## src/rtl/pasr_pkg.sv

```systemverilog
// Shared types and constants for the PGAS access route and split block.
// No dependencies; every other file in rtl/ imports this package.
package pasr_pkg;

    localparam int LINE_BYTES = 64;
    localparam int MAX_WIDTH  = 64;
    localparam int STRIPES    = 4096;
    localparam int MAX_NODES  = 256;

    localparam int LINE_SH  = $clog2(LINE_BYTES);
    localparam int STRIPE_W = $clog2(STRIPES);
    localparam int NC_W     = $clog2(MAX_NODES) + 1;
    localparam int Q_W      = $clog2(MAX_NODES) + 1;
    localparam int FS_W     = $clog2(LINE_BYTES) + 1;
    localparam int SS_W     = $clog2(LINE_BYTES);

    typedef enum logic [2:0] {
        ST_OK       = 3'd0,
        ST_INVALID  = 3'd1,
        ST_BUSY     = 3'd2,
        ST_OVERFLOW = 3'd3,
        ST_RANGE    = 3'd4
    } t_status;

    typedef enum logic [1:0] {
        REG_BASE  = 2'd0,
        REG_SIZE  = 2'd1,
        REG_NODES = 2'd2,
        REG_LOCAL = 2'd3
    } t_cfg_reg;

    // One item as it moves through the node division stages.
    typedef struct packed {
        logic                valid;
        t_status             status;
        logic [6:0]          width;
        logic [FS_W-1:0]     fsize;
        logic [SS_W-1:0]     ssize;
        logic [STRIPE_W-1:0] stripe;
        logic [63:0]         off;
        logic [63:0]         rem;
        logic [Q_W-1:0]      quo;
    } t_item;

    // Status of the background node size divider.
    typedef struct packed {
        logic busy;
        logic done;
    } t_div_stat;

endpackage

```

## src/rtl/pasr_cfg_div.sv

```systemverilog
// Iterative divider that derives the node size from the region registers.
// Depends on pasr_pkg; one quotient bit per cycle.
module pasr_cfg_div (
    input  logic                      i_clk,
    input  logic                      i_rst_n,
    input  logic                      i_start,
    input  logic [63:0]               i_dividend,
    input  logic [pasr_pkg::NC_W-1:0] i_divisor,
    output pasr_pkg::t_div_stat       o_stat,
    output logic [63:0]               o_quotient,
    output logic [pasr_pkg::NC_W-1:0] o_remainder
);
    import pasr_pkg::*;

    localparam int CNT_W = $clog2(65);

    logic [CNT_W-1:0] r_cnt;
    logic [63:0]      r_q;
    logic [NC_W-1:0]  r_rem;
    logic [NC_W:0]    w_rem_sh;
    logic             w_ge;

    assign w_rem_sh = {r_rem, r_q[63]};
    assign w_ge     = (w_rem_sh >= {1'b0, i_divisor});

    // Reset starts a pass over the reset register values (region size zero).
    always_ff @(posedge i_clk) begin
        if (!i_rst_n) begin
            r_cnt <= CNT_W'(64);
            r_q   <= '0;
            r_rem <= '0;
        end else if (i_start) begin
            r_cnt <= CNT_W'(64);
            r_q   <= i_dividend;
            r_rem <= '0;
        end else if (r_cnt != '0) begin
            r_cnt <= r_cnt - CNT_W'(1);
            r_q   <= {r_q[62:0], w_ge};
            r_rem <= w_ge ? NC_W'(w_rem_sh - {1'b0, i_divisor}) : w_rem_sh[NC_W-1:0];
        end
    end

    assign o_stat.busy = (r_cnt != '0);
    assign o_stat.done = (r_cnt == CNT_W'(1));
    assign o_quotient  = r_q;
    assign o_remainder = r_rem;

endmodule

```

## config.mk

```make
export PLATFORM = sky130hd
export DESIGN_NAME = pasr_cfg_div
export DESIGN_NICKNAME = d
export VERILOG_FILES = /design/src/rtl/pasr_pkg.sv /design/src/rtl/pasr_cfg_div.sv
export SDC_FILE = /design/constraint.sdc
export NUM_CORES = 1
export LEC_CHECK = 0
export ABC_AREA = 1
export BUFFER_PORTS_ARGS = -buffer_cell sky130_fd_sc_hd__buf_4
export CORE_ASPECT_RATIO = 0.5
export CORE_MARGIN = 5
export CORE_UTILIZATION = 50
export CTS_BUF_LIST = sky130_fd_sc_hd__clkbuf_8
export DETAILED_ROUTE_END_ITERATION = 16
export GPL_TIMING_DRIVEN = 0
export HOLD_SLACK_MARGIN = 0.12
export MAX_ROUTING_LAYER = met4
export PLACE_DENSITY = 0.81
export SYNTH_ARGS = -nofsm -noshare
export SYNTH_HDL_FRONTEND = slang
export SYNTH_SLANG_ARGS = --single-unit
```

## constraint.sdc

```tcl
create_clock -name i_clk -period 1.86 [get_ports i_clk]
set_input_delay 0.186 -clock i_clk [delete_from_list [all_inputs] [get_ports i_clk]]
set_output_delay 0.186 -clock i_clk [all_outputs]
set_load 0.01 [all_outputs]
```

==> results of run 1 <==
## critical path, cell delays in order, from the launching register on
cell and delay [ns]:
dfxtp_2 0.34, inv_2 0.09, ha_4 0.13, inv_2 0.04
fa_2 0.42, nand3_1 0.09, nand3_1 0.15, nand2_1 0.13
nand2_1 0.07, nand2_1 0.06, nand3_1 0.07, nand3_1 0.07
nand2_1 0.05
## layout by cell type (no fill, tap or decap), drive strengths merged, types with 7 or more instances in the layout
| cell | n |
|---|---|
| o21ai | 7 |
| buf | 173 |
| a21oi | 54 |
| dlygate4sd3 | 44 |
| ha | 11 |
| inv | 51 |
| clkbuf | 16 |
| a22oi | 44 |
| nand3 | 41 |
| nor2 | 22 |
| a31oi | 12 |
| dfxtp | 80 |
| nand2 | 160 |
## cell type report
| type | count | area [sq um] |
|---|---|---|
| sequential | 80 | 1610 |
| fill | 521 | 1560 |
| tap | 108 | 135 |
| clock inverter | 4 | 16.3 |
| buffer | 27 | 179 |
| timing repair buffer | 196 | 1580 |
| inverter | 48 | 183 |
| clock buffer | 10 | 138 |
| multi-input combinational | 363 | 2090 |
## what timing repair did
item | CTS | global route
endpoints found under the setup margin | 16 | 37
hold buffers | 44 | 0
resized for setup | 6 | 22
hold endpoints to repair | 44 | 0
cloned | 1 | 2
setup buffers | 0 | 3
pin swaps | 0 | 7
## sequential cells by signal, indices dropped and copies added (netlist names)
signal	flops
o_remainder	9
r_cnt	7
o_quotient	64
## routing by layer
layer / up-vias / GRT usage, % / routed length [um]
li1: 2143 / - / -
met1: 2079 / 30.1 / 5370
met2: 148 / 48.1 / 6790
met3: 35 / 5.72 / 791
met4: 0 / 9.61 / 329
met5: - / - / 0
## through the flow
stage | total power, W | TNS (ns) | setup slack (ns)
4_1_cts | 0.00428 | 0 | 0.00916
5_1_grt | 0.00454 | -0.0935 | -0.0616
3_5_place_dp | 0.00313 | -1.21 | -0.154
6_report | 0.00433 | 0 | 0.0387
2_1_floorplan | 0.00268 | 0 | 0.110
3_3_place_gp | 0.00310 | -0.595 | -0.115
## worst paths after layout
path / endpoint / cells past startpoint / slack [ns]
min: o_quotient[55] / 3 / 0.13
max: o_remainder[8] / 12 / 0.04
min reg2reg: r_cnt[0] / 1 / 0.47
max reg2reg: o_remainder[8] / 12 / 0.04
## cell families (layout without fill, tap and decap cells)
group | after synthesis | in the layout | share of synthesized area (%)
XOR/XNOR | 4 | 4 | 0.893
flip-flops | 80 | 80 | 40.8
AND/OR/NAND/NOR | 226 | 229 | 24.7
adder cells (fa/ha/maj) | 12 | 12 | 4.02
AO/OA/AOI/OAI | 118 | 118 | 20.4
buffers and inverters | 75 | 285 | 9.15
## where the power goes
part           switching, W  total (W)  internal [W]
registers          0.000128    0.00198       0.00185
logic              0.000668    0.00127      0.000603
clock network      0.000591    0.00108      0.000490
==> flow_summary.toml, run 1 <==
[logic_synthesis]
synth.avg_cell_area_sq_um = 7.62
seq_area_frac_synth_pct = 40.8
synth_ff_type = "dfxtp_1"
yosys.area.top_type = "dfxtp_1"
synth_top_cells_by_count = "nand2_1 (153), dfxtp_1 (80), a21oi_1 (54)"
syn-instance-count = 515
yosysWarnings = 0
synth_cell_type_count = 30
syn_area_sq_mm = 0.00393
yosys-top-cells-area = "dfxtp_1 (41%), nand2_1 (15%), a21oi_1 (6.9%)"
netlist.area_leader.share_pct = 40.8
synth_seq_cells = 80
yosysMostFrequentCell = "nand2_1"
synth_edf_count = 0
synth-async-reset-ratio_pct = 0
syn_nets = 603

[sta]
skew_ns = 0.00620
hold_ws_ns = 0.135
hold_viol = 0
slew_headroom_pct = 62.0
period_share_pct = 97.9
tightest_slew_ns = 0.570
setup_viol = 0
post-route-min-period_ns = 1.82
max_freq_mhz = 549
final_max_slew_viol_count = 0

[placed_design]
place_area_sq_mm = 0.00518
dp.cells = 772
place.gp.congestion = 0.861
portBuffers = 149
place_hpwl_um = 8850

[floorplanning]
initial_core_util_pct = 52.4
ios = 151
fp-row-count = 22
die_area_sq_mm = 0.00983
dieWidth_um = 135
core_region_area_sq_mm = 0.00749
die_h_um = 72.7

[cts]
htree_levels = 3
clock_path_buffers = 2
cts_buffers = 9
root_buffer = "clkbuf_8"
clkTransAtPathRegs_ns = 0.08
clock_sinks = 80
clkLatencyLatePin_ns = 0.35
cts_tree = "done"

[worst_setup_path]
worstSetupPathType = "reg2reg"
cp-end-kind = "register"
crit_required_ns = 2.12
crit_start = "o_quotient[63]"
crit_fanout = 3
start_kind = "register"
arrival_ns = 2.08
timing.rr.start = "o_quotient[63]"

[drt]
first_pass_iters = 5
vias_per_cell = 5.27
drt_iter0_drc = 271
via_count = 4405
post-route-drc-count = 0
postRouteAntennaNets = 0
wirelength_um = 13300
wire_per_inst_um = 15.9

[grt]
first_global_vias = 4205
grt_pass1_wl_um = 20400
grt_overflow = 0
grt_util_all_layers_pct = 26.9
antenna_found_initial = 0
grt_start_max_net_pins = 12

[cells_and_area]
fin_area_sq_mm = 0.00593
drive_gt1_share_pct = 33.0
antenna_cells = 0
finalNonFillerCells = 836
final_util_pct = 79.2
fin_nets = 813
syn_to_final_growth_pct = 51.1

[run]
maxCapViolCount = 0

[min_path]
hp-class = "in2reg"
min_from = "i_dividend[55]"

[run_status]
status = "completed"

[pwr]
leakagePower_nw = 2.72
vdd_ir_drop_max_mv = 0.597
powerDensity_mw_per_mm2 = 730
(Power assumes the default switching activity.)
==> run 2: changes to the inputs <==
- ABC_AREA: 1 -> default
==> flow_summary.toml, run 2 <==
[run_status]
status = "finished with violations"
violations = "negative setup slack"

[floorplanning]
die_h_um = 74.6
ios = 151
dieWidth_um = 139
die_area_sq_mm = 0.0104
core_region_area_sq_mm = 0.00806
initial_core_util_pct = 51.7
fp-row-count = 23

[logic_synthesis]
synth_seq_cells = 80
yosys.area.top_type = "dfxtp_1"
synth.avg_cell_area_sq_um = 8.58
yosys-top-cells-area = "dfxtp_1 (38%), mux2i_1 (16%), and2_1 (9.8%)"
synth-async-reset-ratio_pct = 0
syn_nets = 574
syn-instance-count = 486
netlist.area_leader.share_pct = 38.4
syn_area_sq_mm = 0.00417
synth_top_cells_by_count = "dfxtp_1 (80), nand2_1 (71), mux2i_1 (68)"
synth_edf_count = 0
seq_area_frac_synth_pct = 38.4
yosysMostFrequentCell = "dfxtp_1"
yosysWarnings = 0
synth_ff_type = "dfxtp_1"
synth_cell_type_count = 38

[drt]
postRouteAntennaNets = 0
wirelength_um = 12300
via_count = 4038
vias_per_cell = 5.07
post-route-drc-count = 0
wire_per_inst_um = 15.4
top_layer = "met4"
wl_met3_um = 474
met1Wirelength_um = 5420
first_pass_iters = 5
dr_wl_met2_um = 6200
drt_iter0_drc = 292

[cells_and_area]
fin_nets = 768
antenna_cells = 0
largest_register_ffs = 64
final_cell_mix = "buf_4 (164), dfxtp_1 (77), nand2_1 (71)"
syn_to_final_growth_pct = 49.1
final_common_cell = "buf_4"
drive_gt1_share_pct = 32.7
finalNonFillerCells = 797

[worst_setup_path]
cp_cell_sequence = "inv_2, ha_4, inv_2, fa_2, a21o_2, a21oi_2, and3_4, o311ai_4, buf_4, mux2i_1, a211oi_1"
path_buf_inv = 3
cpMostUsedCell = "inv_2"
slowest_stage = "dfxtp_4"
crit_required_ns = 2.13
cp-end-kind = "register"
cpPeakStageDelay_ns = 0.35
arrival_ns = 2.48
cp_top_family = "compound AO/OA/AOI/OAI gates"
start_kind = "register"
crit_fanout = 5
worstSetupPathType = "reg2reg"

[cts]
clkLatencyLatePin_ns = 0.36
htree_levels = 3
cts_tree = "done"
clkTransAtPathRegs_ns = 0.09
clock_path_buffers = 2
clock_sinks = 80
root_buffer = "clkbuf_8"
cts_buffers = 9

[placed_design]
portBuffers = 149
dp.cells = 747
place.gp.congestion = 0.786
place_hpwl_um = 8280

[pwr]
powerDensity_mw_per_mm2 = 685
leakagePower_nw = 2.72
vdd_ir_drop_max_mv = 0.465

[sta]
hold_ws_ns = 0.138
setup_viol = 10
final_max_slew_viol_count = 0
rsz0062_at_grt = "true"
slew_headroom_pct = 62.3
hold_viol = 0
tns_ns = -2.74
max_freq_mhz = 452
period_share_pct = 119
setup_ws_ns = -0.350
tightest_slew_ns = 0.565
skew_ns = 0.0101
post-route-min-period_ns = 2.21

[grt]
grt_start_max_net_pins = 15
grt_overflow = 0
antenna_found_initial = 0
first_global_vias = 3911
grt_util_all_layers_pct = 22.8
grt_pass1_wl_um = 18600

[min_path]
hp-class = "in2reg"

[run]
maxCapViolCount = 0
## run 2: cell count changes after synthesis, sizes merged, moves of 44 or more
cell / previous run / this run
a22oi: 44 / 0
nand2: 158 / 71
a21oi: 54 / 2
and2: 0 / 65
o21ai: 7 / 67
mux2i: 0 / 68
## run 2: power by group
part | switching, W | leakage (nW) | internal [W]
clock network | 0.000657 | 0.102 | 0.000661
registers | 0.0000963 | 0.660 | 0.00181
logic | 0.000453 | 1.96 | 0.000577
## run 2: what timing repair did
action	in CTS	in global routing
buffers inserted	12	9
resized for setup	19	77
setup endpoints to repair	77	70
pin swaps	4	9
gates cloned	1	5
endpoints found under the hold margin	9	0
hold buffers	9	0
## run 2: final cells by class
cell class	count	area, sq um
Fill cell	571	1840
Sequential cell	80	1610
Clock buffer	10	138
Inverter	13	53.8
Multi-Input combinational cell	358	2410
Buffer	33	256
Tap cell	112	140
Clock inverter	6	68.8
Timing Repair Buffer	185	1530
## run 2: per-stage QoR
step	utilization [%]	total power (W)	cell area [sq um]	setup slack, ns
3_3_place_gp	67.6	0.00276	5450	-0.313
6_report	77.1	0.00426	6220	-0.350
5_1_grt	77.1	0.00447	6220	-0.443
3_5_place_dp	67.6	0.00278	5450	-0.341
2_1_floorplan	-	0.00241	4190	-0.226
4_1_cts	73.3	0.00415	5910	-0.324
## run 2: final timing paths
kind	start	endpoint	slack, ns	depth (start not counted)
worst min register to register	r_cnt[6]	r_cnt[6]	0.51	2
worst max register to register	o_quotient[63]	o_remainder[1]	-0.35	11
worst min-delay path	i_dividend[43]	o_quotient[43]	0.14	4
worst max-delay path	o_quotient[63]	o_remainder[1]	-0.35	11
## run 2: kinds of logic after synthesis
| family | synth area share (%) |
|---|---|
| AO/OA/AOI/OAI | 12.5 |
| AND/OR/NAND/NOR | 21.1 |
| adder cells (fa/ha/maj) | 3.78 |
| XOR/XNOR | 2.52 |
| multiplexers | 16.3 |
| buffers and inverters | 5.37 |
| flip-flops | 38.4 |
## run 2: routing by layer
| layer | global-route usage, % | vias to the layer above |
|---|---|---|
| li1 | - | 2035 |
| met1 | 27.1 | 1886 |
| met2 | 39.9 | 98 |
| met3 | 5.20 | 19 |
| met4 | 6.29 | 0 |
| met5 | - | - |
## run 2: worst min-delay path: stages
cell	delay, ns
buf_4	0.08
nand2_1	0.04
o21ai_0	0.05
and2_1	0.11
==> run 3: changes to the inputs <==
--- a/config.mk
+++ b/config.mk
@@ -17,2 +17,3 @@
 export PLACE_DENSITY = 0.81
+export SLEW_MARGIN = 40
 export SYNTH_ARGS = -nofsm -noshare
==> constraint.sdc (replaced) <==
create_clock -name i_clk -period 1.86 [get_ports i_clk]
set_input_delay 0.372 -clock i_clk [delete_from_list [all_inputs] [get_ports i_clk]]
set_output_delay 0.372 -clock i_clk [all_outputs]
set_load 0.01 [all_outputs]
==> flow_summary.toml, run 3 (synthesis gave the netlist of run 2 again) <==
[worst_setup_path]
cp_cell_sequence = "inv_2, ha_4, inv_2, fa_2, a21o_2, a21oi_2, and3_4, o311ai_4, buf_6, mux2i_1, a211oi_1"
crit_required_ns = 2.13
slowest_stage = "dfxtp_4"
cpMostUsedCell = "inv_2"
cpPeakStageDelay_ns = 0.35
start_kind = "register"
worstSetupPathType = "reg2reg"
crit_fanout = 5
arrival_ns = 2.47
cp-end-kind = "register"

[cells_and_area]
antenna_cells = 0
final_common_cell = "buf_4"
fin_nets = 759
drive_gt1_share_pct = 33.0
final_util_pct = 75.6
finalNonFillerCells = 788
syn_to_final_growth_pct = 46.1
nFillCells = 592
final_cell_mix = "buf_4 (164), dfxtp_1 (77), nand2_1 (71)"
largest_register_ffs = 64

[pwr]
p_total_w = 0.00422
vdd_ir_drop_max_mv = 0.469
powerDensity_mw_per_mm2 = 694
leakagePower_nw = 2.67

[sta]
rsz0062_at_grt = "true"
hold_ws_ns = 0.303
period_share_pct = 118
tightest_slew_ns = 0.504
max_freq_mhz = 455
skew_ns = 0.0135
hold_viol = 0
setup_viol = 16
post-route-min-period_ns = 2.20
slew_headroom_pct = 66.4
setup_ws_ns = -0.336
final_max_slew_viol_count = 0

[floorplanning]
core_region_area_sq_mm = 0.00806
ios = 151
fp-row-count = 23
dieWidth_um = 139
initial_core_util_pct = 51.7
die_area_sq_mm = 0.0104
die_h_um = 74.6

[run_status]
violations = "negative setup slack"
status = "finished with violations"

[min_path]
hp-class = "in2reg"

[placed_design]
place.gp.congestion = 0.786
dp.cells = 747
portBuffers = 149
place_hpwl_um = 8280
place_ws_ns = -0.416

[grt]
grt_pass1_wl_um = 18300
grt_overflow = 0
grt_util_all_layers_pct = 22.4
grt_start_max_net_pins = 15
first_global_vias = 3856
antenna_found_initial = 0

[drt]
wire_per_inst_um = 15.3
drt_iter0_drc = 231
post-route-drc-count = 0
first_pass_iters = 6
postRouteAntennaNets = 0
wirelength_um = 12000
via_count = 3972
vias_per_cell = 5.04

[cts]
htree_levels = 3
cts_buffers = 9
clock_sinks = 80
cts_tree = "done"
clkLatencyLatePin_ns = 0.36
clock_path_buffers = 2
clkTransAtPathRegs_ns = 0.08
root_buffer = "clkbuf_8"
cts_hold_buf = 0

[run]
maxCapViolCount = 0
## run 3: cell types whose count changed in the layout (fill, tap and decap cells not counted), moves of 2 or more
cell           previous run  this run
o21ai_1                  45        50
dlygate4sd3_1             9         0
buf_6                     5         7
o21ai_0                  22        17
buf_12                    8         5
buf_8                     2         4
## run 3: through the flow
| stage | cell area (sq um) | TNS [ns] |
|---|---|---|
| after global placement | 5450 | -8.29 |
| after floorplan | 4190 | -1.35 |
| after global routing | 6090 | -7.61 |
| after detailed placement | 5450 | -12.11 |
| final | 6090 | -3.01 |
| after CTS | 5820 | -3.09 |
## run 3: final cells by class
| class | instances | area (sq um) | share of cell area [%] |
|---|---|---|---|
| clock buffer | 10 | 138 | 2.26 |
| sequential | 80 | 1610 | 26.5 |
| inverter | 13 | 53.8 | 0.884 |
| buffer | 33 | 239 | 3.92 |
| multi-input combinational | 358 | 2410 | 39.6 |
| timing repair buffer | 176 | 1430 | 23.4 |
| tap | 112 | 140 | 2.30 |
| clock inverter | 6 | 68.8 | 1.13 |
## run 3: repair_timing
| action | CTS | global route |
|---|---|---|
| endpoints found under the hold margin | 0 | 0 |
| gates cloned | 1 | 4 |
| pin swaps | 6 | 7 |
| setup buffers | 12 | 10 |
| setup endpoints to repair | 77 | 70 |
| gates resized for setup | 19 | 82 |
## run 3: path summary, 6_finish.rpt
kind / start / slack (ns) / to / cells after the start
max: o_quotient[63] / -0.34 / o_remainder[6] / 11
min: i_dividend[0] / 0.30 / o_quotient[0] / 3
max reg2reg: o_quotient[63] / -0.34 / o_remainder[6] / 11
min reg2reg: r_cnt[6] / 0.51 / r_cnt[6] / 2
## run 3: where the power goes
part	internal (W)	switching [W]	leakage (nW)
clock network	0.000661	0.000658	0.102
registers	0.00181	0.0000941	0.660
logic	0.000554	0.000444	1.91
total	0.00303	0.00120	2.67
## run 3: critical path: cells and delay by family (launching register included)
family,cells,cell delay (ns)
compound gates,4,0.69
fa+ha+maj,2,0.46
buf+inv,3,0.26
flops,1,0.35
mux,1,0.12
simple gates,1,0.21
## run 3: layer usage
layer | vias up | track usage, % | part of all wire, %
met5 | - | - | 0
met2 | 106 | 38.6 | 50
met1 | 1834 | 27.0 | 44
li1 | 2013 | - | -
met4 | 0 | 6.29 | 1.2
met3 | 19 | 5.14 | 4.6
