### config.mk
export PLATFORM = sky130hd
export DESIGN_NAME = pasr_div_stage
export DESIGN_NICKNAME = d
export VERILOG_FILES = /design/src/rtl/pasr_pkg.sv /design/src/rtl/pasr_div_stage.sv
export SDC_FILE = /design/constraint.sdc
export NUM_CORES = 1
export LEC_CHECK = 0
export ABC_CLOCK_PERIOD_IN_PS = 2600
export CAP_MARGIN = 10
export CORE_AREA = 3 3 159 161
export DETAILED_ROUTE_END_ITERATION = 8
export DIE_AREA = 0 0 162 164
export DONT_BUFFER_PORTS = 1
export GPL_TIMING_DRIVEN = 0
export SYNTH_ARGS = -nofsm -noshare
export SYNTH_HDL_FRONTEND = slang
export SYNTH_SLANG_ARGS = --single-unit
### constraint.sdc
create_clock -name i_clk -period 2.6 [get_ports i_clk]
set_clock_uncertainty 0.15 [all_clocks]
set_input_delay 0 -clock i_clk [delete_from_list [all_inputs] [get_ports i_clk]]
set_output_delay 0 -clock i_clk [all_outputs]
set_load 0.02 [all_outputs]
### src/rtl/pasr_pkg.sv
// Shared types and constants for the PGAS access route and split block.
// No dependencies; every other file in rtl/ imports this package.
package pasr_pkg;

    localparam int LINE_BYTES = 64;
    localparam int MAX_WIDTH  = 64;
    localparam int STRIPES    = 4096;
    localparam int MAX_NODES  = 256;

    localparam int LINE_SH  = $clog2(LINE_BYTES);
    localparam int STRIPE_W = $clog2(STRIPES);
    localparam int NC_W     = $clog2(MAX_NODES) + 1;
    localparam int Q_W      = $clog2(MAX_NODES) + 1;
    localparam int FS_W     = $clog2(LINE_BYTES) + 1;
    localparam int SS_W     = $clog2(LINE_BYTES);

    typedef enum logic [2:0] {
        ST_OK       = 3'd0,
        ST_INVALID  = 3'd1,
        ST_BUSY     = 3'd2,
        ST_OVERFLOW = 3'd3,
        ST_RANGE    = 3'd4
    } t_status;

    typedef enum logic [1:0] {
        REG_BASE  = 2'd0,
        REG_SIZE  = 2'd1,
        REG_NODES = 2'd2,
        REG_LOCAL = 2'd3
    } t_cfg_reg;

    // One item as it moves through the node division stages.
    typedef struct packed {
        logic                valid;
        t_status             status;
        logic [6:0]          width;
        logic [FS_W-1:0]     fsize;
        logic [SS_W-1:0]     ssize;
        logic [STRIPE_W-1:0] stripe;
        logic [63:0]         off;
        logic [63:0]         rem;
        logic [Q_W-1:0]      quo;
    } t_item;

    // Status of the background node size divider.
    typedef struct packed {
        logic busy;
        logic done;
    } t_div_stat;

endpackage

### src/rtl/pasr_div_stage.sv
// One restoring division stage of the node selection pipeline.
// Depends on pasr_pkg; resolves quotient bit K of offset / node size.
module pasr_div_stage #(
    parameter int K = 0
) (
    input  logic            i_clk,
    input  logic            i_rst_n,
    input  pasr_pkg::t_item i_item,
    input  logic [63:0]     i_node_span,
    output pasr_pkg::t_item o_item
);
    import pasr_pkg::*;

    logic [63+Q_W:0] w_dsh;
    logic            w_ge;
    t_item           r_item;
    t_item           n_item;

    assign w_dsh = {{Q_W{1'b0}}, i_node_span} << K;
    assign w_ge  = ({{Q_W{1'b0}}, i_item.rem} >= w_dsh);

    always_comb begin
        n_item = i_item;
        if (w_ge) begin
            n_item.rem    = i_item.rem - w_dsh[63:0];
            n_item.quo[K] = 1'b1;
        end
    end

    always_ff @(posedge i_clk) begin
        if (!i_rst_n) begin
            r_item.valid <= 1'b0;
        end else begin
            r_item.valid <= i_item.valid;
        end
        r_item.status <= n_item.status;
        r_item.width  <= n_item.width;
        r_item.fsize  <= n_item.fsize;
        r_item.ssize  <= n_item.ssize;
        r_item.stripe <= n_item.stripe;
        r_item.off    <= n_item.off;
        r_item.rem    <= n_item.rem;
        r_item.quo    <= n_item.quo;
    end

    assign o_item = r_item;

endmodule

==> flow_metrics.py, run 1 <==
metrics = {
    "outcome": {
        "outcome": "finished, violations left",
        "violations": "negative hold slack",
    },
    "critical_path": {
        "crit_end": "o_item[66]$_DFF_P_",
        "crit_start": "i_node_span[2]",
        "crit_chain": "inv_1 > ha_1 > nand3_1 > o21bai_1 > a21oi_2 > nor3_4 > a2111oi_4 > buf_4 > nor4_4 > o211ai_1 > a2111o_1 > o221a_1",
        "worstSetupPathType": "input pin to flop",
        "worstPathRequired_ns": 2.78,
        "worstPathArrival_ns": 2.73,
        "slowest_delay_ns": 0.44,
        "start_kind": "input pin",
        "end_kind": "flop",
        "worst-path-max-fanout": 6,
        "slowest_stage": "a2111o_1",
    },
    "placement": {
        "place.detailed.hpwl_mm": 27.3,
        "io_buffer_count": 0,
        "routabilityCongestion": 0.925,
        "dpl_worst_slack_ns": -1.01,
    },
    "floorplanning": {
        "die_w_um": 162,
        "ios": 412,
        "die-area_sq_mm": 0.0266,
        "floorplan.initialDensity": 0.352,
        "rows": 57,
        "core_area_sq_mm": 0.0241,
        "die_height_um": 164,
    },
    "synth": {
        "synth_async_sr_flop_share": 0,
        "syn_area_sq_mm": 0.00848,
        "synth_seq_area_share": 0.409,
        "synth_top_area_cell": "dfxtp_1",
        "synth.net_count": 1267,
        "avgSynthCellArea_sq_um": 8.80,
        "yosysTopAreaCellShare": 0.409,
        "synth_seq_cells": 173,
        "synthFlopType": "dfxtp_1",
        "synth_edf_count": 0,
        "ys_warn_count": 0,
        "synthCells": 963,
        "yosys-top-cells-area": "dfxtp_1 41%, ha_1 9.4%, a21oi_1 6.4%",
        "synth_cell_types": 71,
    },
    "sta": {
        "rsz0062_at_grt": "yes",
        "whs_ns": -0.472,
        "max_freq_mhz": 392,
        "setup_violations": 0,
        "finalHoldViolCount": 45,
        "maxSlewViolCount": 0,
        "tightestPinTransition_ns": 0.533,
        "fin_crit_ns": 2.55,
        "relSlewSlack": 0.643,
        "setup_slack_ns": 0.0459,
        "fin_crit_sh": 0.982,
    },
    "drt": {
        "antenna_left": 0,
        "drt_iter0_markers": 520,
        "wl_per_cell_um": 23.5,
        "drc": 0,
        "num_vias": 8201,
        "dr.pass1.iters": 5,
        "wl_mm": 36.6,
        "vias_per_cell": 5.27,
    },
    "finish": {
        "drive_above_1_share": 0.0919,
        "area_growth_syn_to_layout_pct": 42.9,
        "fill_cells": 2235,
        "finalNetCount": 1521,
        "largest_reg_flops": 173,
    },
    "clock_network": {
        "cts_max_level": 4,
        "clk_pin_slew_ns": 0.08,
        "cts_tree": "done",
        "cts_num_sinks": 173,
        "cts-root-buf": "clkbuf_16",
        "clockBufferDepth": 2,
        "cts_buffers": 17,
    },
    "grt": {
        "gr-total-overflow": 0,
        "grt_max_degree": 20,
        "antenna_found_initial": 4,
        "grt_use_total": 0.264,
        "grt_pass1_vias": 8346,
        "grt_pass1_wl_mm": 52.7,
    },
    "worst_hold_path": {
        "min_path_type": "input pin to flop",
    },
    "pwr": {
        "power_density_mw_per_mm2": 652,
        "p_leak_nw": 5.25,
        "ir_worst_vdd_v": 0.000332,
    },
    "job": {
        "drv_cap": 0,
    },
}
[per-stage QoR]
step | setup TNS (ns) | std cells | power, W | util | instance area [sq um]
4_1_cts | 0 | 1544 | 0.00785 | 0.491 | 11800
2_1_floorplan | 0 | 963 | 0.00445 | - | 8480
3_5_place_dp | -43.44 | 1287 | 0.00490 | 0.369 | 8890
5_1_grt | -0.0213 | 1555 | 0.00823 | 0.502 | 12100
3_3_place_gp | -44.12 | 1287 | 0.00490 | 0.369 | 8890
6_report | 0 | 1555 | 0.00789 | 0.502 | 12100
[metal layers]
metal	up-vias	track usage	share of wire
met2	375	0.438	0.47
met4	6	0.0965	0.036
met5	-	0	0.0011
met3	61	0.0908	0.086
li1	3932	-	-
met1	3827	0.319	0.41
[cell usage after synthesis, types with 3 or more instances]
library cell,count
nand4_1,14
a211o_1,3
nor2_1,69
a211oi_1,13
or2_2,3
a21oi_1,109
and2_1,10
ha_1,64
o21bai_1,12
a21boi_0,4
o21ai_0,47
a41oi_1,3
nor3_1,16
or3_1,6
nand3_1,17
xor2_1,20
a2111oi_0,3
o21ai_1,4
dfxtp_1,173
and3_1,12
a31oi_1,10
nand2_1,70
o221ai_1,4
o21a_1,11
a2111o_1,5
inv_1,82
buf_4,4
nor4_1,4
buf_2,12
and4_1,6
nor2b_1,11
nand2b_1,9
o31ai_1,9
o211ai_1,5
xnor2_1,24
clkbuf_1,14
a21o_1,38
[worst max-delay path, delay by kind of cell]
| kind | cells | cell delay, ns |
|---|---|---|
| AOI/OAI and AO/OA | 6 | 1.18 |
| buffers and inverters | 2 | 0.20 |
| and+or+nand+nor | 3 | 0.97 |
| adders and majority gates | 1 | 0.37 |
[layout by cell type (no fill, tap or decap), types with 12 or more instances in the layout]
cell and count:
nand2_1 70, dfxtp_1 173, xor2_1 20, nor2_1 68, a21o_1 38, a211oi_1 12
nor3_1 15, o21bai_1 12, nand3_1 17, dlygate4sd3_1 228, buf_4 16, and3_1 12
clkbuf_16 17, o21ai_0 44, ha_1 61, nand4_1 14, inv_1 82, xnor2_1 24
a21oi_1 104
[where the power goes]
group	internal, W	total (W)	switching, W	leakage [nW]
logic	0.000831	0.00184	0.00101	3.49
clock network	0.00133	0.00263	0.00130	0.298
registers	0.00292	0.00342	0.000502	1.46
[logic make-up after synthesis]
group                      synth area share
adders and majority gates            0.0968
AOI/OAI and AO/OA                     0.242
buffers and inverters                0.0545
and+or+nand+nor                       0.153
DFF                                   0.409
xor gates and xnor gates             0.0455
[worst min path at each step]
stage,from,to,cells past startpoint
after global placement,i_item[148],o_item[148]$_DFF_P_,0
after floorplan,i_item[100],o_item[100]$_DFF_P_,0
after CTS,i_item[64],o_item[64]$_DFF_P_,2
after global routing,i_item[64],o_item[64]$_DFF_P_,2
after detailed placement,i_item[148],o_item[148]$_DFF_P_,0
final,i_item[40],o_item[40]$_DFF_P_,2
[final cells by class]
type                       count  area (sq um)  share of cell area
clock buffer                  18           439              0.0363
inverter                      82           308              0.0254
timing repair buffer         241          2380               0.197
antenna                        1          2.50            0.000207
tap                          324           405              0.0335
sequential                   173          3460               0.286
multi-input combinational    677          4750               0.392
buffer                        25           184              0.0152
clock inverter                14           175              0.0145
[timing repair]
item                                    CTS  global route
buffers inserted                          5             8
pin swaps                                 4            14
endpoints found under the setup margin   63            63
gates resized for setup                  25            32
endpoints found under the hold margin   173            47
hold buffers                            220             8
Power figures use the tool's default switching activity.
==> inputs of run 2 (changes only) <==
BUFFER_PORTS_ARGS = -buffer_cell sky130_fd_sc_hd__buf_2   (was unset)
CORE_AREA = 3 3 160 162   (was 3 3 159 161)
DIE_AREA = 0 0 163 165   (was 0 0 162 164)
DONT_BUFFER_PORTS = unset   (was 1)
PLACE_DENSITY = 0.65   (was unset)
==> run 2 against run 1 <==
Compared with the run above:
- the flow still finishes with violations (negative hold slack)
- non-clock buffer count grew 367
- setup slack lost 0.014 ns
- worst hold slack gained 0.16 ns
- clock power is essentially flat
- combinational power grew 48%
- wire length grew 4.4%
- via count grew 18%
- design area grew 16%
- critical path depth is the same
- critical path type unchanged
==> flow_metrics.py, run 2 (synthesized netlist as in run 1, its figures left out) <==
metrics = {
    "clock_network": {
        "cts_buffers": 17,
        "cts-root-buf": "clkbuf_16",
        "cts_num_sinks": 173,
        "cts_max_level": 4,
        "cts_tree": "done",
        "clk_pin_slew_ns": 0.08,
        "clockBufferDepth": 2,
    },
    "sta": {
        "finalHoldViolCount": 6,
        "setup_violations": 0,
        "whs_ns": -0.315,
        "tightestPinTransition_ns": 0.591,
        "rsz0062_at_grt": "yes",
        "relSlewSlack": 0.604,
        "fin_crit_ns": 2.57,
        "maxSlewViolCount": 0,
        "max_freq_mhz": 389,
        "setup_slack_ns": 0.0317,
        "fin_crit_sh": 0.988,
        "setup_tns_ns": 0,
    },
    "floorplanning": {
        "ios": 412,
        "die-area_sq_mm": 0.0269,
        "die_w_um": 163,
        "rows": 57,
        "core_area_sq_mm": 0.0242,
        "die_height_um": 165,
        "floorplan.initialDensity": 0.350,
    },
    "critical_path": {
        "end_kind": "flop",
        "worstPathArrival_ns": 2.73,
        "worstPathRequired_ns": 2.76,
        "worst-path-max-fanout": 7,
        "crit_end": "o_item[65]$_DFF_P_",
        "start_kind": "input pin",
        "crit_start": "i_node_span[5]",
        "worstSetupPathType": "input pin to flop",
    },
    "drt": {
        "wl_per_cell_um": 19.8,
        "num_vias": 9642,
        "antenna_left": 0,
        "drt_iter0_markers": 586,
        "wl_mm": 38.2,
        "vias_per_cell": 5.01,
        "dr.pass1.iters": 6,
        "drc": 0,
    },
    "finish": {
        "fin_area_sq_mm": 0.0140,
        "fill_cells": 2140,
        "layout_commonest_cell": "buf_2",
        "largest_reg_flops": 173,
        "utilization": 0.577,
        "drive_above_1_share": 0.358,
        "final-seq-area_sq_mm": 0.00346,
        "finalNetCount": 1888,
        "area_growth_syn_to_layout_pct": 65.1,
        "layout_common_cells": "411 x buf_2, 178 x dlygate4sd3_1, 173 x dfxtp_1",
        "multiInputGateArea_sq_mm": 0.00500,
    },
    "placement": {
        "routabilityCongestion": 0.927,
        "place.detailed.hpwl_mm": 28.3,
        "place_area_sq_mm": 0.0109,
        "io_buffer_count": 411,
        "dpl_worst_slack_ns": -0.999,
    },
    "grt": {
        "top_usage_layer": "met2",
        "grt_use_met3": 0.0680,
        "grt_use_total": 0.268,
        "grt_pass1_wl_mm": 55.5,
        "grt_pass1_vias": 9647,
        "grt_max_degree": 20,
        "gr-usage-met1": 0.319,
        "use_met2": 0.467,
        "antenna_found_initial": 5,
        "gr-total-overflow": 0,
    },
    "pwr": {
        "ir_worst_vdd_v": 0.000381,
        "power_density_mw_per_mm2": 597,
        "p_leak_nw": 6.71,
    },
    "outcome": {
        "violations": "negative hold slack",
        "outcome": "finished, violations left",
    },
    "job": {
        "drv_cap": 0,
    },
    "worst_hold_path": {
        "min_path_type": "input pin to flop",
    },
}
## run 2: power by group
group	leakage (nW)	switching, W	internal [W]	total [W]
Sequential	1.46	0.0000696	0.00291	0.00298
Clock	0.290	0.00134	0.00131	0.00265
Combinational	4.96	0.00159	0.00114	0.00273
## run 2: worst min-delay path by stage
stage	start	end	slack, ns	cells past startpoint
2_1_floorplan	i_item[100]	o_item[100]$_DFF_P_	-0.12	0
3_3_place_gp	i_item[159]	o_item[159]$_DFF_P_	-0.05	1
3_5_place_dp	i_item[162]	o_item[162]$_DFF_P_	-0.05	1
4_1_cts	i_item[16]	o_item[16]$_DFF_P_	-0.38	3
5_1_grt	i_item[14]	o_item[14]$_DFF_P_	-0.32	3
6_report	i_item[14]	o_item[14]$_DFF_P_	-0.32	3
## run 2: repair_timing
item	in CTS	in global routing
pin swaps	10	33
setup endpoints to repair	65	64
hold buffers	164	14
gates resized for setup	24	96
hold endpoints to repair	173	16
setup buffers	5	16
## run 2: metal layers
metal	wire [um]	vias to the layer above	share of wire
li1	-	4676	-
met1	15200	4484	0.40
met2	18600	393	0.49
met3	2910	87	0.076
met4	1460	2	0.038
met5	13	-	0.00034
## run 2: worst max-delay path, stage by stage
cell and delay (ns):
buf_2 0.10, inv_1 0.05, ha_2 0.30, a21o_1 0.21, or3_4 0.35, o21ai_4 0.21
a21o_1 0.16, nand4_1 0.20, a21o_1 0.29, a21o_2 0.30, a2111o_1 0.43, o221a_2 0.13
## run 2: final cells by class
cell class / count / area share
plain buffers: 23 / 0.0131
flip-flops and latches: 173 / 0.247
multi-input cells: 677 / 0.357
clock buffers: 18 / 0.0307
well taps: 324 / 0.0290
repair buffers: 610 / 0.288
inverters: 82 / 0.0220
clock inverters: 14 / 0.0118
diodes: 5 / 0.000894
## run 2: stage by stage
step | std cells | power (W)
CTS | 1899 | 0.00819
detailed placement | 1698 | 0.00529
finish | 1926 | 0.00836
global placement | 1698 | 0.00529
global route | 1924 | 0.00876
floorplan | 963 | 0.00445
==> inputs of run 3 (changes only) <==
REMOVE_ABC_BUFFERS = 1   (was unset)
==> run 3 against run 2 <==
Compared with the run above:
- the run still ends with negative hold slack left
- design area is 3.3% lower
- clock power rose by 2%
- global-route usage down 2.3 points
- worst hold slack worse by 0.044 ns
- count of clock-buffer cells in the layout decreased by 1
- non-clock buffer count fell by 36
- cell count down 2.1%
- via count down 3.0%
- sequential share of layout area increased by 0.85 points
- wire length shrank 8.6%
- maximum frequency rose by 0.12%
- sequential cell count unchanged
- critical path type unchanged
- largest cell class unchanged
==> flow_metrics.py, run 3 (synthesized netlist as in run 1, its figures left out) <==
metrics = {
    "outcome": {
        "outcome": "finished, violations left",
        "violations": "negative hold slack",
    },
    "pwr": {
        "power_density_mw_per_mm2": 610,
        "p_leak_nw": 6.55,
        "ir_worst_vdd_v": 0.000387,
        "power_w": 0.00826,
    },
    "placement": {
        "dpl.cell_count": 1669,
        "routabilityCongestion": 0.972,
        "place.detailed.hpwl_mm": 26.1,
        "dpl_worst_slack_ns": -0.845,
        "io_buffer_count": 411,
    },
    "drt": {
        "num_vias": 9353,
        "vias_per_cell": 4.96,
        "wl_per_cell_um": 18.5,
        "antenna_left": 0,
        "wl_mm": 34.9,
        "dr.pass1.iters": 7,
        "drt_iter0_markers": 531,
        "drc": 0,
    },
    "sta": {
        "fin_crit_sh": 0.987,
        "tightestPinTransition_ns": 0.619,
        "whs_ns": -0.359,
        "fin_crit_ns": 2.57,
        "finalHoldViolCount": 13,
        "maxSlewViolCount": 0,
        "max_freq_mhz": 390,
        "relSlewSlack": 0.585,
        "setup_slack_ns": 0.0349,
        "rsz0062_at_grt": "yes",
        "setup_violations": 0,
    },
    "finish": {
        "finalNetCount": 1852,
        "largest_reg_flops": 173,
        "layout_commonest_cell": "buf_2",
        "layout_common_cells": "411 x buf_2, 173 x dfxtp_1, 170 x dlygate4sd3_1",
        "area_growth_syn_to_layout_pct": 59.6,
        "drive_above_1_share": 0.336,
        "final_cells": 1885,
        "fill_cells": 2228,
        "diodes": 0,
        "utilization": 0.558,
    },
    "critical_path": {
        "start_kind": "input pin",
        "worstPathArrival_ns": 2.79,
        "worstSetupPathType": "input pin to flop",
        "worst-path-max-fanout": 5,
        "worstPathRequired_ns": 2.83,
        "end_kind": "flop",
    },
    "clock_network": {
        "cts_tree": "done",
        "cts-root-buf": "clkbuf_16",
        "cts_num_sinks": 173,
        "cts_max_level": 4,
        "clk_pin_slew_ns": 0.07,
        "cts_buffers": 17,
        "clockBufferDepth": 2,
    },
    "grt": {
        "grt_max_degree": 38,
        "gr-total-overflow": 0,
        "antenna_found_initial": 13,
        "grt_pass1_vias": 9012,
        "grt_use_total": 0.245,
        "grt_pass1_wl_mm": 50.5,
    },
    "worst_hold_path": {
        "hold_depth": 3,
        "min_path_type": "input pin to flop",
        "hold_path_end": "o_item[12]$_DFF_P_",
        "hold_start": "i_item[12]",
    },
    "floorplanning": {
        "rows": 57,
        "die_w_um": 163,
        "floorplan.initialDensity": 0.350,
        "ios": 412,
        "die_height_um": 165,
        "core_area_sq_mm": 0.0242,
        "die-area_sq_mm": 0.0269,
    },
    "job": {
        "drv_cap": 0,
    },
}
==> run 3: cell count changes in the layout (fill, tap and decap cells not counted), moves of 3 or more <==
cell,previous run,this run
o21ai_0,41,44
ha_4,10,1
inv_2,4,0
dlygate4sd3_1,178,170
a21oi_2,15,5
ha_1,47,50
inv_1,78,82
diode_2,5,0
clkbuf_1,7,0
ha_2,7,13
a21oi_1,93,103
buf_4,21,11
nand3_2,1,4
buf_6,14,1
==> run 3: metrics by stage <==
stage / cell area [sq um] / setup TNS, ns
after CTS: 13200 / 0
after global placement: 10800 / -142.10
final: 13500 / 0
after global routing: 13500 / -0.151
after detailed placement: 10800 / -37.03
after floorplan: 8320 / -56.81
==> run 3: repair_timing <==
action / in CTS / in global routing
cloned: 1 / 0
hold endpoints to repair: 173 / 19
setup buffers: 6 / 7
resized for setup: 9 / 47
hold buffers: 155 / 15
endpoints found under the setup margin: 57 / 54
pin swaps: 4 / 18
==> run 3: worst max-delay path, cell delays in order <==
cell and delay (ns):
buf_2 0.10, inv_1 0.04, ha_1 0.34, nand4_1 0.27
or4_4 0.50, a2111oi_4 0.45, nor4_4 0.13, buf_4 0.17
or4_1 0.46, a31oi_1 0.22, a21o_1 0.11
==> run 3: worst max path at each step <==
| stage | start | to | slack (ns) | depth (start not counted) |
|---|---|---|---|---|
| after floorplan | i_item[9] | o_item[70]$_DFF_P_ | -1.32 | 12 |
| after global placement | i_item[9] | o_item[59]$_DFF_P_ | -2.76 | 12 |
| after detailed placement | i_item[12] | o_item[48]$_DFF_P_ | -0.84 | 11 |
| after CTS | i_item[9] | o_item[61]$_DFF_P_ | 0.003 | 14 |
| after global routing | i_node_span[30] | o_item[62]$_DFF_P_ | -0.07 | 11 |
| final | i_node_span[29] | o_item[62]$_DFF_P_ | 0.03 | 11 |
==> run 3: layer usage <==
metal  vias up  part of all wire  track usage  wire length, um
li1       4603                 -            -                -
met3        74             0.077       0.0702             2680
met4        16             0.028       0.0788              969
met5         -            0.0032            0              110
met1      4295              0.42        0.301            14600
met2       365              0.47        0.415            16500
==> run 3: layout make-up <==
cell class	count	area, sq um	area share
multi-input combinational	677	4790	0.354
sequential	173	3460	0.256
tap	324	405	0.0300
clock inverter	15	195	0.0144
timing repair buffer	597	3950	0.292
clock buffer	17	425	0.0314
inverter	82	308	0.0227
==> run 3: report_power, final <==
group          total, W  switching (W)  leakage [nW]  internal [W]
logic           0.00256        0.00149          4.79       0.00107
clock network   0.00271        0.00132         0.300       0.00140
registers       0.00299      0.0000727          1.46       0.00291
total           0.00826        0.00287          6.55       0.00538
